### src/rtl/ptt_pkg.sv
`default_nettype none

package ptt_pkg;

    // Field widths of the stream items
    localparam int OPC_W    = 2;
    localparam int SID_W    = 4;
    localparam int VAL_W    = 32;
    localparam int STEP_W   = 14;
    localparam int KIND_W   = 2;
    localparam int STAT_W   = 2;
    localparam int IN_TDATA_W  = 72;
    localparam int OUT_TDATA_W = 8;

    // Table size and reporting limits
    localparam int DEFAULT_NUM_SLOTS = 16;
    localparam int RESULT_LIMIT      = 16;
    localparam int RPT_W             = $clog2(RESULT_LIMIT + 1);

    localparam logic [STEP_W-1:0] TICK_STEP_RESET = 14'd1000;

    // Opcodes
    localparam logic [OPC_W-1:0] OP_TICK       = 2'd0;
    localparam logic [OPC_W-1:0] OP_REGISTER   = 2'd1;
    localparam logic [OPC_W-1:0] OP_UNREGISTER = 2'd2;
    localparam logic [OPC_W-1:0] OP_CLEAR      = 2'd3;

    // Result kinds
    localparam logic [KIND_W-1:0] KIND_REGISTER   = 2'd0;
    localparam logic [KIND_W-1:0] KIND_UNREGISTER = 2'd1;
    localparam logic [KIND_W-1:0] KIND_FIRE       = 2'd2;
    localparam logic [KIND_W-1:0] KIND_CLEAR      = 2'd3;

    // Status codes
    localparam logic [STAT_W-1:0] ST_OK      = 2'd0;
    localparam logic [STAT_W-1:0] ST_INVALID = 2'd1;
    localparam logic [STAT_W-1:0] ST_FULL    = 2'd2;

    // Input tdata layout, lowest field last
    typedef struct packed {
        logic [2:0]       pad;
        logic             start_enabled;
        logic [VAL_W-1:0] initial_count;
        logic [VAL_W-1:0] period_ms;
        logic [SID_W-1:0] slot_id;
    } in_data_t;

    // One slot entry in the table memory
    typedef struct packed {
        logic             enabled;
        logic [VAL_W-1:0] period;
        logic [VAL_W-1:0] count;
    } slot_word_t;

    // Outcome of one count update
    typedef struct packed {
        logic             fire;
        logic [VAL_W-1:0] new_count;
    } upd_t;

    // Result item handed to the output register
    typedef struct packed {
        logic [KIND_W-1:0] kind;
        logic [SID_W-1:0]  slot;
        logic [STAT_W-1:0] status;
        logic              last;
    } push_t;

endpackage

`default_nettype wire

### src/rtl/periodic_task_timer_table.sv
`default_nettype none

// Channel   Dir  Signals                          Contents
// s_*       in   s_tvalid/s_tready/s_tdata/s_tuser opcode, slot_id, period, count, enable
// m_*       out  m_tvalid/m_tready/m_tdata/m_tuser result_kind, slot, status, last
//                /m_tlast
// cfg_*     in   cfg_we/cfg_wdata                 tick_step
//
// Register scans the in-use bits for the lowest free slot, one slot per cycle.
// Tick sweeps the table one slot per cycle while the output does not stall,
// read-modify-write pipelined. A stalled output holds the item at work until
// its result is taken.
// Reset clears the in-use bits at once; no clearing pass. Input ready is low
// while an item is at work; the output register holds a result under stall.
module periodic_task_timer_table #(
    parameter int NUM_SLOTS = ptt_pkg::DEFAULT_NUM_SLOTS
) (
    input  wire logic                            clk,
    input  wire logic                            rst_n,
    input  wire logic                            s_tvalid,
    output logic                                 s_tready,
    input  wire logic [ptt_pkg::IN_TDATA_W-1:0]  s_tdata,  // slot_id[3:0], period_ms[35:4],
                                                           // initial_count[67:36],
                                                           // start_enabled[68], zero
    input  wire logic [ptt_pkg::OPC_W-1:0]       s_tuser,  // opcode[1:0]
    output logic                                 m_tvalid,
    input  wire logic                            m_tready,
    output logic [ptt_pkg::OUT_TDATA_W-1:0]      m_tdata,  // slot[3:0], status[5:4], zero
    output logic [ptt_pkg::KIND_W-1:0]           m_tuser,  // result_kind[1:0]
    output logic                                 m_tlast,  // last
    input  wire logic                            cfg_we,
    input  wire logic [ptt_pkg::STEP_W-1:0]      cfg_wdata // tick_step
);
    import ptt_pkg::*;

    localparam int SW = (NUM_SLOTS > 1) ? $clog2(NUM_SLOTS) : 1;
    localparam logic [SW-1:0] LAST_IDX = SW'(NUM_SLOTS - 1);

    localparam logic [1:0] S_IDLE  = 2'd0;
    localparam logic [1:0] S_ALLOC = 2'd1;
    localparam logic [1:0] S_SWEEP = 2'd2;
    localparam logic [1:0] S_FLUSH = 2'd3;

    // Control state
    logic [1:0]           state_reg,      state_next;
    logic [STEP_W-1:0]    tick_step_reg,  tick_step_next;
    logic [NUM_SLOTS-1:0] in_use_reg,     in_use_next;
    logic [SW-1:0]        scan_reg,       scan_next;
    logic [SW-1:0]        rd_idx_reg,     rd_idx_next;
    logic                 rd_active_reg,  rd_active_next;
    logic [SW-1:0]        ev_idx_reg,     ev_idx_next;
    logic                 ev_valid_reg,   ev_valid_next;
    logic [RPT_W-1:0]     n_reg,          n_next;
    logic                 pend_valid_reg, pend_valid_next;

    // Payload
    push_t                pend_reg,       pend_next;
    logic [VAL_W-1:0]     period_reg;
    logic [VAL_W-1:0]     init_reg;
    logic                 en_reg;

    in_data_t   in_d;
    logic       in_accept;
    logic [SW-1:0] sid_idx;
    logic       sid_ok;

    slot_word_t rd_word;
    slot_word_t wr_word;
    logic       ram_we;
    logic [SW-1:0] ram_waddr;
    logic       ram_re;

    upd_t       upd;
    logic       ev_live;
    logic       ev_report;
    logic       stall;

    logic       push_valid;
    logic       push_ready;
    push_t      push;

    assign in_d      = in_data_t'(s_tdata);
    assign s_tready  = (state_reg == S_IDLE);
    assign in_accept = s_tvalid && s_tready;
    assign sid_idx   = SW'(in_d.slot_id);
    assign sid_ok    = (32'(in_d.slot_id) < NUM_SLOTS);

    // Slot table memory: enable, period, count
    ptt_ram #(
        .WIDTH ($bits(slot_word_t)),
        .DEPTH (NUM_SLOTS),
        .AW    (SW)
    ) u_table (
        .clk   (clk),
        .we    (ram_we),
        .waddr (ram_waddr),
        .wdata (wr_word),
        .re    (ram_re),
        .raddr (rd_idx_reg),
        .rdata (rd_word)
    );

    ptt_count_unit u_count (
        .word (rd_word),
        .step (tick_step_reg),
        .upd  (upd)
    );

    ptt_out_reg u_out (
        .clk        (clk),
        .rst_n      (rst_n),
        .push_valid (push_valid),
        .push       (push),
        .push_ready (push_ready),
        .m_tvalid   (m_tvalid),
        .m_tready   (m_tready),
        .m_tdata    (m_tdata),
        .m_tuser    (m_tuser),
        .m_tlast    (m_tlast)
    );

    // Evaluate stage of the tick sweep
    assign ev_live   = (state_reg == S_SWEEP) && ev_valid_reg
                       && in_use_reg[ev_idx_reg] && rd_word.enabled;
    assign ev_report = ev_live && upd.fire && (n_reg < RPT_W'(RESULT_LIMIT));
    assign stall     = ev_report && pend_valid_reg && !push_ready;

    // The pending result leaves when a newer one replaces it, or at the end
    assign push_valid = pend_valid_reg
                        && ((state_reg == S_FLUSH) || ((state_reg == S_SWEEP) && ev_report));
    always_comb
    begin
        push      = pend_reg;
        push.last = (state_reg == S_FLUSH);
    end

    assign tick_step_next = cfg_we ? cfg_wdata : tick_step_reg;

    // Sequencer
    always_comb
    begin
        state_next      = state_reg;
        in_use_next     = in_use_reg;
        scan_next       = scan_reg;
        rd_idx_next     = rd_idx_reg;
        rd_active_next  = rd_active_reg;
        ev_idx_next     = ev_idx_reg;
        ev_valid_next   = ev_valid_reg;
        n_next          = n_reg;
        pend_valid_next = pend_valid_reg;
        pend_next       = pend_reg;
        ram_we          = 1'b0;
        ram_waddr       = ev_idx_reg;
        wr_word         = {rd_word.enabled, rd_word.period, upd.new_count};
        ram_re          = 1'b0;

        unique case (state_reg)
            S_IDLE:
            begin
                if (in_accept)
                begin
                    pend_next.last = 1'b0;
                    unique case (s_tuser)
                        OP_TICK:
                        begin
                            rd_idx_next    = '0;
                            rd_active_next = 1'b1;
                            ev_valid_next  = 1'b0;
                            n_next         = '0;
                            state_next     = S_SWEEP;
                        end
                        OP_REGISTER:
                        begin
                            if (in_d.period_ms == '0)
                            begin
                                pend_valid_next  = 1'b1;
                                pend_next.kind   = KIND_REGISTER;
                                pend_next.slot   = '0;
                                pend_next.status = ST_INVALID;
                                state_next       = S_FLUSH;
                            end
                            else
                            begin
                                scan_next  = '0;
                                state_next = S_ALLOC;
                            end
                        end
                        OP_UNREGISTER:
                        begin
                            pend_valid_next = 1'b1;
                            pend_next.kind  = KIND_UNREGISTER;
                            pend_next.slot  = in_d.slot_id;
                            if (sid_ok && in_use_reg[sid_idx])
                            begin
                                in_use_next[sid_idx] = 1'b0;
                                pend_next.status     = ST_OK;
                            end
                            else
                            begin
                                pend_next.status = ST_INVALID;
                            end
                            state_next = S_FLUSH;
                        end
                        OP_CLEAR:
                        begin
                            in_use_next      = '0;
                            pend_valid_next  = 1'b1;
                            pend_next.kind   = KIND_CLEAR;
                            pend_next.slot   = '0;
                            pend_next.status = ST_OK;
                            state_next       = S_FLUSH;
                        end
                        default:
                        begin
                            state_next = S_IDLE;
                        end
                    endcase
                end
            end

            S_ALLOC:
            begin
                // Scan for the lowest free slot
                pend_next.kind = KIND_REGISTER;
                pend_next.last = 1'b0;
                if (!in_use_reg[scan_reg])
                begin
                    in_use_next[scan_reg] = 1'b1;
                    ram_we           = 1'b1;
                    ram_waddr        = scan_reg;
                    wr_word          = {en_reg, period_reg, init_reg};
                    pend_valid_next  = 1'b1;
                    pend_next.slot   = SID_W'(scan_reg);
                    pend_next.status = ST_OK;
                    state_next       = S_FLUSH;
                end
                else if (scan_reg == LAST_IDX)
                begin
                    pend_valid_next  = 1'b1;
                    pend_next.slot   = '0;
                    pend_next.status = ST_FULL;
                    state_next       = S_FLUSH;
                end
                else
                begin
                    scan_next = scan_reg + 1'b1;
                end
            end

            S_SWEEP:
            begin
                if (!rd_active_reg && !ev_valid_reg)
                begin
                    state_next = S_FLUSH;
                end
                else if (!stall)
                begin
                    // Write back the updated count
                    ram_we = ev_live;
                    if (ev_report)
                    begin
                        pend_valid_next  = 1'b1;
                        pend_next.kind   = KIND_FIRE;
                        pend_next.slot   = SID_W'(ev_idx_reg);
                        pend_next.status = ST_OK;
                        pend_next.last   = 1'b0;
                        n_next           = n_reg + 1'b1;
                    end
                    // Advance the read stage
                    ram_re        = rd_active_reg;
                    ev_valid_next = rd_active_reg;
                    ev_idx_next   = rd_idx_reg;
                    if (rd_active_reg)
                    begin
                        if (rd_idx_reg == LAST_IDX)
                        begin
                            rd_active_next = 1'b0;
                        end
                        else
                        begin
                            rd_idx_next = rd_idx_reg + 1'b1;
                        end
                    end
                end
            end

            S_FLUSH:
            begin
                if (!pend_valid_reg)
                begin
                    state_next = S_IDLE;
                end
                else if (push_ready)
                begin
                    pend_valid_next = 1'b0;
                    state_next      = S_IDLE;
                end
            end

            default:
            begin
                state_next = S_IDLE;
            end
        endcase
    end

    // Control registers
    always_ff @(posedge clk or negedge rst_n)
    begin
        if (!rst_n)
        begin
            state_reg      <= S_IDLE;
            tick_step_reg  <= TICK_STEP_RESET;
            in_use_reg     <= '0;
            scan_reg       <= '0;
            rd_idx_reg     <= '0;
            rd_active_reg  <= 1'b0;
            ev_idx_reg     <= '0;
            ev_valid_reg   <= 1'b0;
            n_reg          <= '0;
            pend_valid_reg <= 1'b0;
        end
        else
        begin
            state_reg      <= state_next;
            tick_step_reg  <= tick_step_next;
            in_use_reg     <= in_use_next;
            scan_reg       <= scan_next;
            rd_idx_reg     <= rd_idx_next;
            rd_active_reg  <= rd_active_next;
            ev_idx_reg     <= ev_idx_next;
            ev_valid_reg   <= ev_valid_next;
            n_reg          <= n_next;
            pend_valid_reg <= pend_valid_next;
        end
    end

    // Payload registers
    always_ff @(posedge clk)
    begin
        pend_reg <= pend_next;
        if (in_accept)
        begin
            period_reg <= in_d.period_ms;
            init_reg   <= in_d.initial_count;
            en_reg     <= in_d.start_enabled;
        end
    end

`ifndef SYNTH
    // Sweep write-back never hits the entry being read
    a_no_collide: assert property (@(posedge clk) disable iff (!rst_n)
        (ram_we && ram_re) |-> (ram_waddr != rd_idx_reg))
        else $error("table write and read hit the same slot");

    // A new item always starts with no result left over
    a_pend_empty: assert property (@(posedge clk) disable iff (!rst_n)
        in_accept |-> !pend_valid_reg)
        else $error("item accepted with a result still pending");

    // Replies are single items, so always marked last
    a_reply_last: assert property (@(posedge clk) disable iff (!rst_n)
        (m_tvalid && (m_tuser != KIND_FIRE)) |-> m_tlast)
        else $error("reply without last");

    // Fire results always carry status ok
    a_fire_ok: assert property (@(posedge clk) disable iff (!rst_n)
        (m_tvalid && (m_tuser == KIND_FIRE)) |-> (m_tdata[5:4] == ST_OK))
        else $error("fire result with bad status");
`endif

endmodule

`default_nettype wire

### src/rtl/ptt_ram.sv
`default_nettype none

module ptt_ram #(
    parameter int WIDTH = 8,
    parameter int DEPTH = 16,
    parameter int AW    = (DEPTH > 1) ? $clog2(DEPTH) : 1
) (
    input  wire logic             clk,
    input  wire logic             we,
    input  wire logic [AW-1:0]    waddr,
    input  wire logic [WIDTH-1:0] wdata,
    input  wire logic             re,
    input  wire logic [AW-1:0]    raddr,
    output logic      [WIDTH-1:0] rdata
);

    logic [WIDTH-1:0] mem [DEPTH];
    logic [WIDTH-1:0] rdata_reg;

    // Write port
    always_ff @(posedge clk)
    begin
        if (we)
        begin
            mem[waddr] <= wdata;
        end
    end

    // Registered read port, holds while re is low
    always_ff @(posedge clk)
    begin
        if (re)
        begin
            rdata_reg <= mem[raddr];
        end
    end

    assign rdata = rdata_reg;

endmodule

`default_nettype wire

### src/rtl/ptt_count_unit.sv
`default_nettype none

module ptt_count_unit (
    input  wire ptt_pkg::slot_word_t       word,
    input  wire logic [ptt_pkg::STEP_W-1:0] step,
    output ptt_pkg::upd_t                  upd
);
    import ptt_pkg::*;

    logic [VAL_W:0]   sum;
    logic [VAL_W-1:0] sat;

    // Saturating add, then compare against the period
    always_comb
    begin
        sum           = {1'b0, word.count} + (VAL_W + 1)'(step);
        sat           = sum[VAL_W] ? {VAL_W{1'b1}} : sum[VAL_W-1:0];
        upd.fire      = (sat >= word.period);
        upd.new_count = upd.fire ? '0 : sat;
    end

endmodule

`default_nettype wire

### src/rtl/ptt_out_reg.sv
`default_nettype none

module ptt_out_reg (
    input  wire logic                            clk,
    input  wire logic                            rst_n,
    input  wire logic                            push_valid,
    input  wire ptt_pkg::push_t                  push,
    output logic                                 push_ready,
    output logic                                 m_tvalid,
    input  wire logic                            m_tready,
    output logic [ptt_pkg::OUT_TDATA_W-1:0]      m_tdata,  // slot[3:0], status[5:4], zero
    output logic [ptt_pkg::KIND_W-1:0]           m_tuser,  // result_kind[1:0]
    output logic                                 m_tlast
);
    import ptt_pkg::*;

    logic  valid_reg;
    logic  valid_next;
    push_t item_reg;

    assign push_ready = !valid_reg || m_tready;

    always_comb
    begin
        valid_next = valid_reg;
        if (push_ready)
        begin
            valid_next = push_valid;
        end
    end

    // Valid flag
    always_ff @(posedge clk or negedge rst_n)
    begin
        if (!rst_n)
        begin
            valid_reg <= 1'b0;
        end
        else
        begin
            valid_reg <= valid_next;
        end
    end

    // Payload
    always_ff @(posedge clk)
    begin
        if (push_valid && push_ready)
        begin
            item_reg <= push;
        end
    end

    assign m_tvalid = valid_reg;
    assign m_tdata  = {(OUT_TDATA_W - SID_W - STAT_W)'(0), item_reg.status, item_reg.slot};
    assign m_tuser  = item_reg.kind;
    assign m_tlast  = item_reg.last;

endmodule

`default_nettype wire

### config.mk
export PLATFORM = sky130hd
export DESIGN_NAME = periodic_task_timer_table
export DESIGN_NICKNAME = d
export VERILOG_FILES = /design/src/rtl/ptt_pkg.sv /design/src/rtl/periodic_task_timer_table.sv /design/src/rtl/ptt_ram.sv /design/src/rtl/ptt_count_unit.sv /design/src/rtl/ptt_out_reg.sv
export SDC_FILE = /design/constraint.sdc
export NUM_CORES = 1
export LEC_CHECK = 0
export BUFFER_PORTS_ARGS = -buffer_cell sky130_fd_sc_hd__buf_2
export CORE_ASPECT_RATIO = 0.6
export CORE_MARGIN = 10
export CORE_UTILIZATION = 55
export CTS_CLUSTER_SIZE = 20
export DETAILED_ROUTE_END_ITERATION = 8
export GPL_TIMING_DRIVEN = 0
export PLACE_DENSITY = 0.74
export SYNTH_ARGS = -nofsm -noshare
export SYNTH_HDL_FRONTEND = slang
export SYNTH_SLANG_ARGS = --single-unit
### constraint.sdc
create_clock -name clk -period 7 [get_ports clk]
set_input_delay 0 -clock clk [delete_from_list [all_inputs] [get_ports clk]]
set_output_delay 0 -clock clk [all_outputs]
set_load 0.02 [all_outputs]
==> results of run 1 <==
[final cells by class]
class | instances | area, um2
tap | 1218 | 1524
inverter | 62 | 235.2
sequential | 1240 | 36980
fill | 5907 | 31530
clock buffer | 138 | 2835
buffer | 151 | 661.9
timing repair buffer | 312 | 3236
clock inverter | 62 | 465.4
antenna | 1 | 2.502
multi-input combinational | 1390 | 12610
[critical path, stage by stage, from the launching register on]
cell and delay, ps:
dfrtp_1 450, ha_1 260, fa_1 280, a211oi_1 130, o21ai_0 260, nand3_1 190, o31ai_2 670, nand3_2 400
buf_2 310, nand2_1 220, ha_1 300, a21oi_1 190, o21ai_0 130, a211oi_1 360, o211a_1 610, clkbuf_1 680
nor2_1 280, a311oi_4 700
[timing repair]
item,in CTS,in global routing
pin swaps,0,2
resized for setup,4,2
buffers inserted,0,7
gates cloned,0,0
hold buffers,138,1
setup endpoints to repair,215,220
hold endpoints to repair,160,47
[metal layers]
layer | GRT usage | part of all wire | vias up
met5 | 0 | 0.00011 | -
met4 | 0.08101 | 0.030 | 2
met3 | 0.07038 | 0.14 | 279
met2 | 0.3771 | 0.43 | 2244
met1 | 0.3858 | 0.40 | 15161
li1 | - | - | 12440
[metrics by stage]
stage | power (mW) | setup TNS [ps] | util
2_1_floorplan | 13.58 | -196240 | -
6_report | 21.59 | 0 | 0.6500
3_3_place_gp | 15.35 | -5210720 | 0.5800
4_1_cts | 21.41 | 0 | 0.6484
5_1_grt | 22.31 | 0 | 0.6500
3_5_place_dp | 15.75 | -17340 | 0.5961
[kinds of logic (layout without fill, tap and decap cells)]
logic type	Yosys count	after routing	share of synthesized area
AO/OA/AOI/OAI	532	532	0.07522
flip-flops	1240	1240	0.7361
other	1	3	0.00007465
AND/OR/NAND/NOR	352	352	0.03233
adder cells (fa/ha/maj)	58	58	0.01460
XOR/XNOR	14	14	0.002441
multiplexers	432	432	0.1214
buffers and inverters	213	725	0.01781
[cells in the final DEF (no fill, tap or decap), types with 12 or more instances in the layout]
master | Yosys | layout
a21oi_4 | 0 | 16
clkbuf_16 | 0 | 108
clkinv_2 | 0 | 17
nor2_1 | 51 | 50
clkbuf_1 | 83 | 111
mux2_2 | 20 | 20
a221oi_1 | 132 | 132
edfxtp_1 | 1187 | 1187
a22oi_1 | 68 | 68
nand2_1 | 175 | 175
buf_1 | 35 | 35
ha_1 | 57 | 57
a21oi_1 | 70 | 54
buf_12 | 1 | 40
buf_16 | 0 | 15
buf_4 | 3 | 25
nor2b_1 | 12 | 12
dfrtp_1 | 47 | 47
a22o_1 | 30 | 30
o21ai_0 | 131 | 100
mux2i_1 | 272 | 272
mux4_2 | 137 | 137
inv_1 | 62 | 61
dlygate4sd3_1 | 0 | 139
clkinv_1 | 0 | 24
nand3_1 | 34 | 34
buf_2 | 25 | 121
o21ai_1 | 1 | 31
[worst max path at each step]
stage | cells past startpoint | slack (ps) | startpoint | end
3_5_place_dp | 18 | -120 | tick_step_reg[0] | u_table.mem[1][37]
2_1_floorplan | 17 | -190 | tick_step_reg[0] | u_table.mem[10][0]
5_1_grt | 19 | 80 | tick_step_reg[0] | u_table.mem[3][33]
4_1_cts | 18 | 350 | tick_step_reg[0] | u_table.mem[3][34]
6_report | 17 | 240 | tick_step_reg[0] | u_table.mem[7][13]
3_3_place_gp | 16 | -5220 | tick_step_reg[0] | u_table.mem[1][37]
[power by group]
| part | total (mW) | switching [mW] | internal, mW |
|---|---|---|---|
| Combinational | 5.78 | 4.03 | 1.76 |
| Clock | 5.67 | 2.65 | 3.02 |
| Sequential | 10.1 | 0.221 | 9.91 |
| Total | 21.6 | 6.90 | 14.7 |
==> impl_metrics.toml, run 1 <==
[yosys]
syn_area_um2 = 50230
synth_area_leaders = "edfxtp_1 (71%), mux4_2 (6.1%), mux2i_1 (5.4%)"
yosysWarnings = 0
synth_edf_count = 1187
yosysTopAreaCell = "edfxtp_1"
async_flop_share = 0.04274
synth_commonest_cells = "edfxtp_1 (1187), mux2i_1 (272), nand2_1 (175)"
ys_types = 85
synth_seq_cells = 1240
synth-main-ff-cell = "edfxtp_1"
synth_top_area_frac = 0.7096
ys_seq_area_frac = 0.7361
synth_cells = 2842
avgSynthCellArea_um2 = 17.68
yosysMostFrequentCell = "edfxtp_1"

[cells_and_area]
layout-drive-gt1-share = 0.1681
nets = 3414
area_growth_pct = 16.56
design_area_um2 = 58550
largest_reg_flops = 1040
final_cell_count_no_fill = 4574

[cts]
cts_inserted_buffers = 106
cts-root-buf = "clkbuf_16"
htreeDepth = 3
clk_pin_slew_ps = 70
cts_tree = "yes"
clockBufferDepth = 3
cts_sinks = 1240
worst_skew_pair.late_latency_ps = 720

[timing]
period_needed_ps = 6763
tightest_slew_ps = 1290
post-route-period-util = 0.9661
finalClockSkew_ps = 36.75
hold_violations = 0
rsz0062_at_grt = "no"
drv_slew = 0
fmax_mhz = 147.9
max_slew_margin = 0.1398
setup_viol = 0
worst_slack_ps = 237.5
fin_hold_ws_ps = 16.23

[hold_path]
worstHoldStart = "s_tdata[18]"
hold_end = "period_reg[14]"
hold_class = "in2reg"
hold_depth = 2

[status]
status = "completed"

[power_and_ir_drop]
p_per_area_nw_per_um2 = 368.7
ir_worst_vdd_uv = 264.3
leakage_nw = 19.28

[route]
drt-wirelength-per-cell_um = 30.13
route.detailed.drc = 0
ant_nets = 0
drt-pass1-iter-count = 8
viasPerCell = 6.586
drt_iter0_drc = 4944
wl_um = 137800
vias = 30126

[setup_path]
regToRegSetupSlack_ps = 240
critPathRequiredTime_ps = 7410
worstPathArrival_ps = 7170
worstSetupEndpointType = "flip-flop"
reg2reg_from = "tick_step_reg[0]"
startpoint_type = "flip-flop"
worstPathMaxFanout = 16
reg2regPathDepth = 17
worst-setup-path-type = "reg2reg"
rr_endpoint = "u_table.mem[7][13]"

[die]
dieArea_um2 = 104200
rows = 85
core-area_um2 = 90080
ios = 106
die_y_um = 254.1
initial_core_util = 0.5577
dieWidth_um = 410.2

[global_routing]
antenna_found_initial = 3
global_route.usage.total = 0.2610
grt_pass1_wl_um = 199500
grt_pass1_vias = 29005
grt-ovfl-total = 0
grt_max_degree = 67

[placed_design]
place_congestion = 0.9066
detailedPlace.worstSlack_ps = -125.0
dp_hpwl_um = 93310
io_buffers = 97
place_area_um2 = 53700
dp.cells = 4222

[run]
cap_violations = 0
Note: power is estimated with default switching activity, not from simulation.
==> run 2, diff against run 1 <==
==> constraint.sdc (replaced) <==
create_clock -name clk -period 7 [get_ports clk]
set_input_delay 1.4 -clock clk [delete_from_list [all_inputs] [get_ports clk]]
set_output_delay 1.4 -clock clk [all_outputs]
set_load 0.02 [all_outputs]
==> run 2 against run 1 <==
Net effect: register-to-register slack lost 50 ps; sequential cell count is the same; count of clock-buffer cells in the layout is the same; non-clock buffer count shrank 139; fmax shrank 0.75%; global-route usage shrank 0.47 points; sequential power is essentially flat; final cell count shrank 3.0%; die area is the same; core utilization shrank 1.5 points; critical path type unchanged; largest cell class unchanged; largest power group unchanged.
==> impl_metrics.toml, run 2 (same netlist as run 1, synthesis figures left out) <==
[hold_path]
hold_class = "reg2reg"
worstHoldStart = "pend_reg[8]"

[power_and_ir_drop]
leakage_nw = 18.70
p_per_area_nw_per_um2 = 376.2
p_sw_mw = 6.869
p_int_mw = 14.63
combinationalPowerShare = 0.265
ir_worst_vdd_uv = 242.0
seq_power_share = 0.471
sw_frac_of_total = 0.3195
clockPowerShare = 0.263

[setup_path]
path_delay_family = "compound AO/OA/AOI/OAI gates"
worstPathMaxFanout = 16
critPathRequiredTime_ps = 7400
critPathBufInv = 2
critPathLaunch = "tick_step_reg[0]"
worstSetupEndpointType = "flip-flop"
worstPathArrival_ps = 7220
path_cells = "ha_1, fa_1, a211oi_1, o21ai_0, nand3_1, o31ai_2, nand3_2, buf_2, nand2_1, ha_1, a21oi_1, o21ai_0, a211oi_1, o211a_1, clkbuf_1, nor2_1, a311oi_4"
cpPeakStageDelay_ps = 710
cpMaxStageDelayCell = "a311oi_4"
worst-setup-path-type = "reg2reg"
reg2reg_from = "tick_step_reg[0]"
startpoint_type = "flip-flop"

[status]
status = "completed"

[route]
drt-wirelength-per-cell_um = 30.56
wl_um = 135600
drt_iter0_drc = 4983
ant_nets = 0
viasPerCell = 6.631
drt-pass1-iter-count = 8
route.detailed.drc = 0
vias = 29416

[cells_and_area]
largest_reg_flops = 1040
final_cell_mix = "edfxtp_1 (1187), mux2i_1 (272), nand2_1 (175)"
design_area_um2 = 57160
fillers = 6045
nets = 3275
layout-drive-gt1-share = 0.1754
area_growth_pct = 13.79
final_common_cell = "edfxtp_1"

[timing]
period_needed_ps = 6814
setup_viol = 0
setup_tns_ps = 0
worst_slack_ps = 186.3
finalClockSkew_ps = 33.88
post-route-period-util = 0.9734
hold_violations = 0
fmax_mhz = 146.8
drv_slew = 0
tightest_slew_ps = 1270
rsz0062_at_grt = "no"
max_slew_margin = 0.1532

[cts]
cts-root-buf = "clkbuf_16"
hold_buffers = 0
cts_tree = "yes"
clk_pin_slew_ps = 70
clockBufferDepth = 3
worst_skew_pair.late_latency_ps = 720
cts_sinks = 1240
cts_inserted_buffers = 106
htreeDepth = 3

[placed_design]
place_area_um2 = 53700
io_buffers = 97
dp_hpwl_um = 93310
detailedPlace.worstSlack_ps = -125.0
place_congestion = 0.9066

[global_routing]
grt_max_degree = 67
grtUsageMet3 = 0.07241
use_met1 = 0.3785
grt-ovfl-total = 0
antenna_found_initial = 4
grt_pass1_vias = 28413
grt_pass1_wl_um = 195600
grt_util_met2 = 0.3644
grt-busiest-layer = "met1"
global_route.usage.total = 0.2564

[die]
die_y_um = 254.1
rows = 85
dieArea_um2 = 104200
core-area_um2 = 90080
ios = 106
dieWidth_um = 410.2
initial_core_util = 0.5577

[run]
cap_violations = 0
-- run 2: cell count changes in the layout (fill, tap and decap cells not counted), sizes merged --
cell and change:
dlygate4sd3 -139, diode +1
-- run 2: final timing paths --
kind,endpoint,cells past startpoint,slack (ps)
max in group asynchronous,rd_idx_reg[3],1,5760
max,u_table.mem[7][13],17,190
min in group asynchronous,in_use_reg[11],1,750
max reg2reg,u_table.mem[7][13],17,190
min,u_out.m_tuser[1],0,420
min reg2reg,u_out.m_tuser[1],0,420
-- run 2: final cells by class --
| type | count | area (um2) | share of cell area |
|---|---|---|---|
| buffer | 151 | 661.9 | 0.01158 |
| antenna | 2 | 5.005 | 0.00008755 |
| multi-input combinational | 1390 | 12610 | 0.2207 |
| clock buffer | 138 | 2835 | 0.04960 |
| timing repair buffer | 173 | 1844 | 0.03226 |
| inverter | 62 | 235.2 | 0.004115 |
| clock inverter | 62 | 465.4 | 0.008143 |
| sequential | 1240 | 36980 | 0.6469 |
| tap | 1218 | 1524 | 0.02666 |
-- run 2: metrics by stage --
stage | utilization | hold WS [ps] | instances | total power, mW
floorplan | - | 400.3 | 2843 | 13.58
global placement | 0.5800 | 405.0 | 4158 | 15.35
detailed placement | 0.5961 | 407.1 | 4222 | 15.75
CTS | 0.6331 | 421.6 | 4422 | 21.35
global route | 0.6345 | 427.2 | 4435 | 22.23
finish | 0.6346 | 420.6 | 4436 | 21.50
-- run 2: worst register-to-register path: stages, from the launching register on --
cell and delay [ps]:
dfrtp_1 450, ha_1 260, fa_1 280, a211oi_1 130, o21ai_0 270, nand3_1 210
o31ai_2 680, nand3_2 380, buf_2 310, nand2_1 210, ha_1 300, a21oi_1 200
o21ai_0 130, a211oi_1 360, o211a_1 630, clkbuf_1 690, nor2_1 290, a311oi_4 710
-- run 2: power groups by stage --
stage               Combinational [mW]  Sequential, mW  Clock, mW
finish                            5.71            10.1       5.66
floorplan                         3.36            10.2          0
global route                      6.07            10.2       6.00
CTS                               5.50            10.1       5.70
global placement                  5.00            10.3          0
detailed placement                5.45            10.3          0
-- run 2: repair_timing --
item | 4_1_cts | 5_1_grt
resized for setup | 4 | 2
endpoints found under the setup margin | 215 | 179
buffers inserted | 0 | 7
pin swaps | 0 | 3
-- run 2: layer usage --
metal	vias to the layer above	share of wire
met5	-	0.00013
met4	2	0.034
met3	298	0.13
met2	2037	0.43
met1	14926	0.41
li1	12153	-
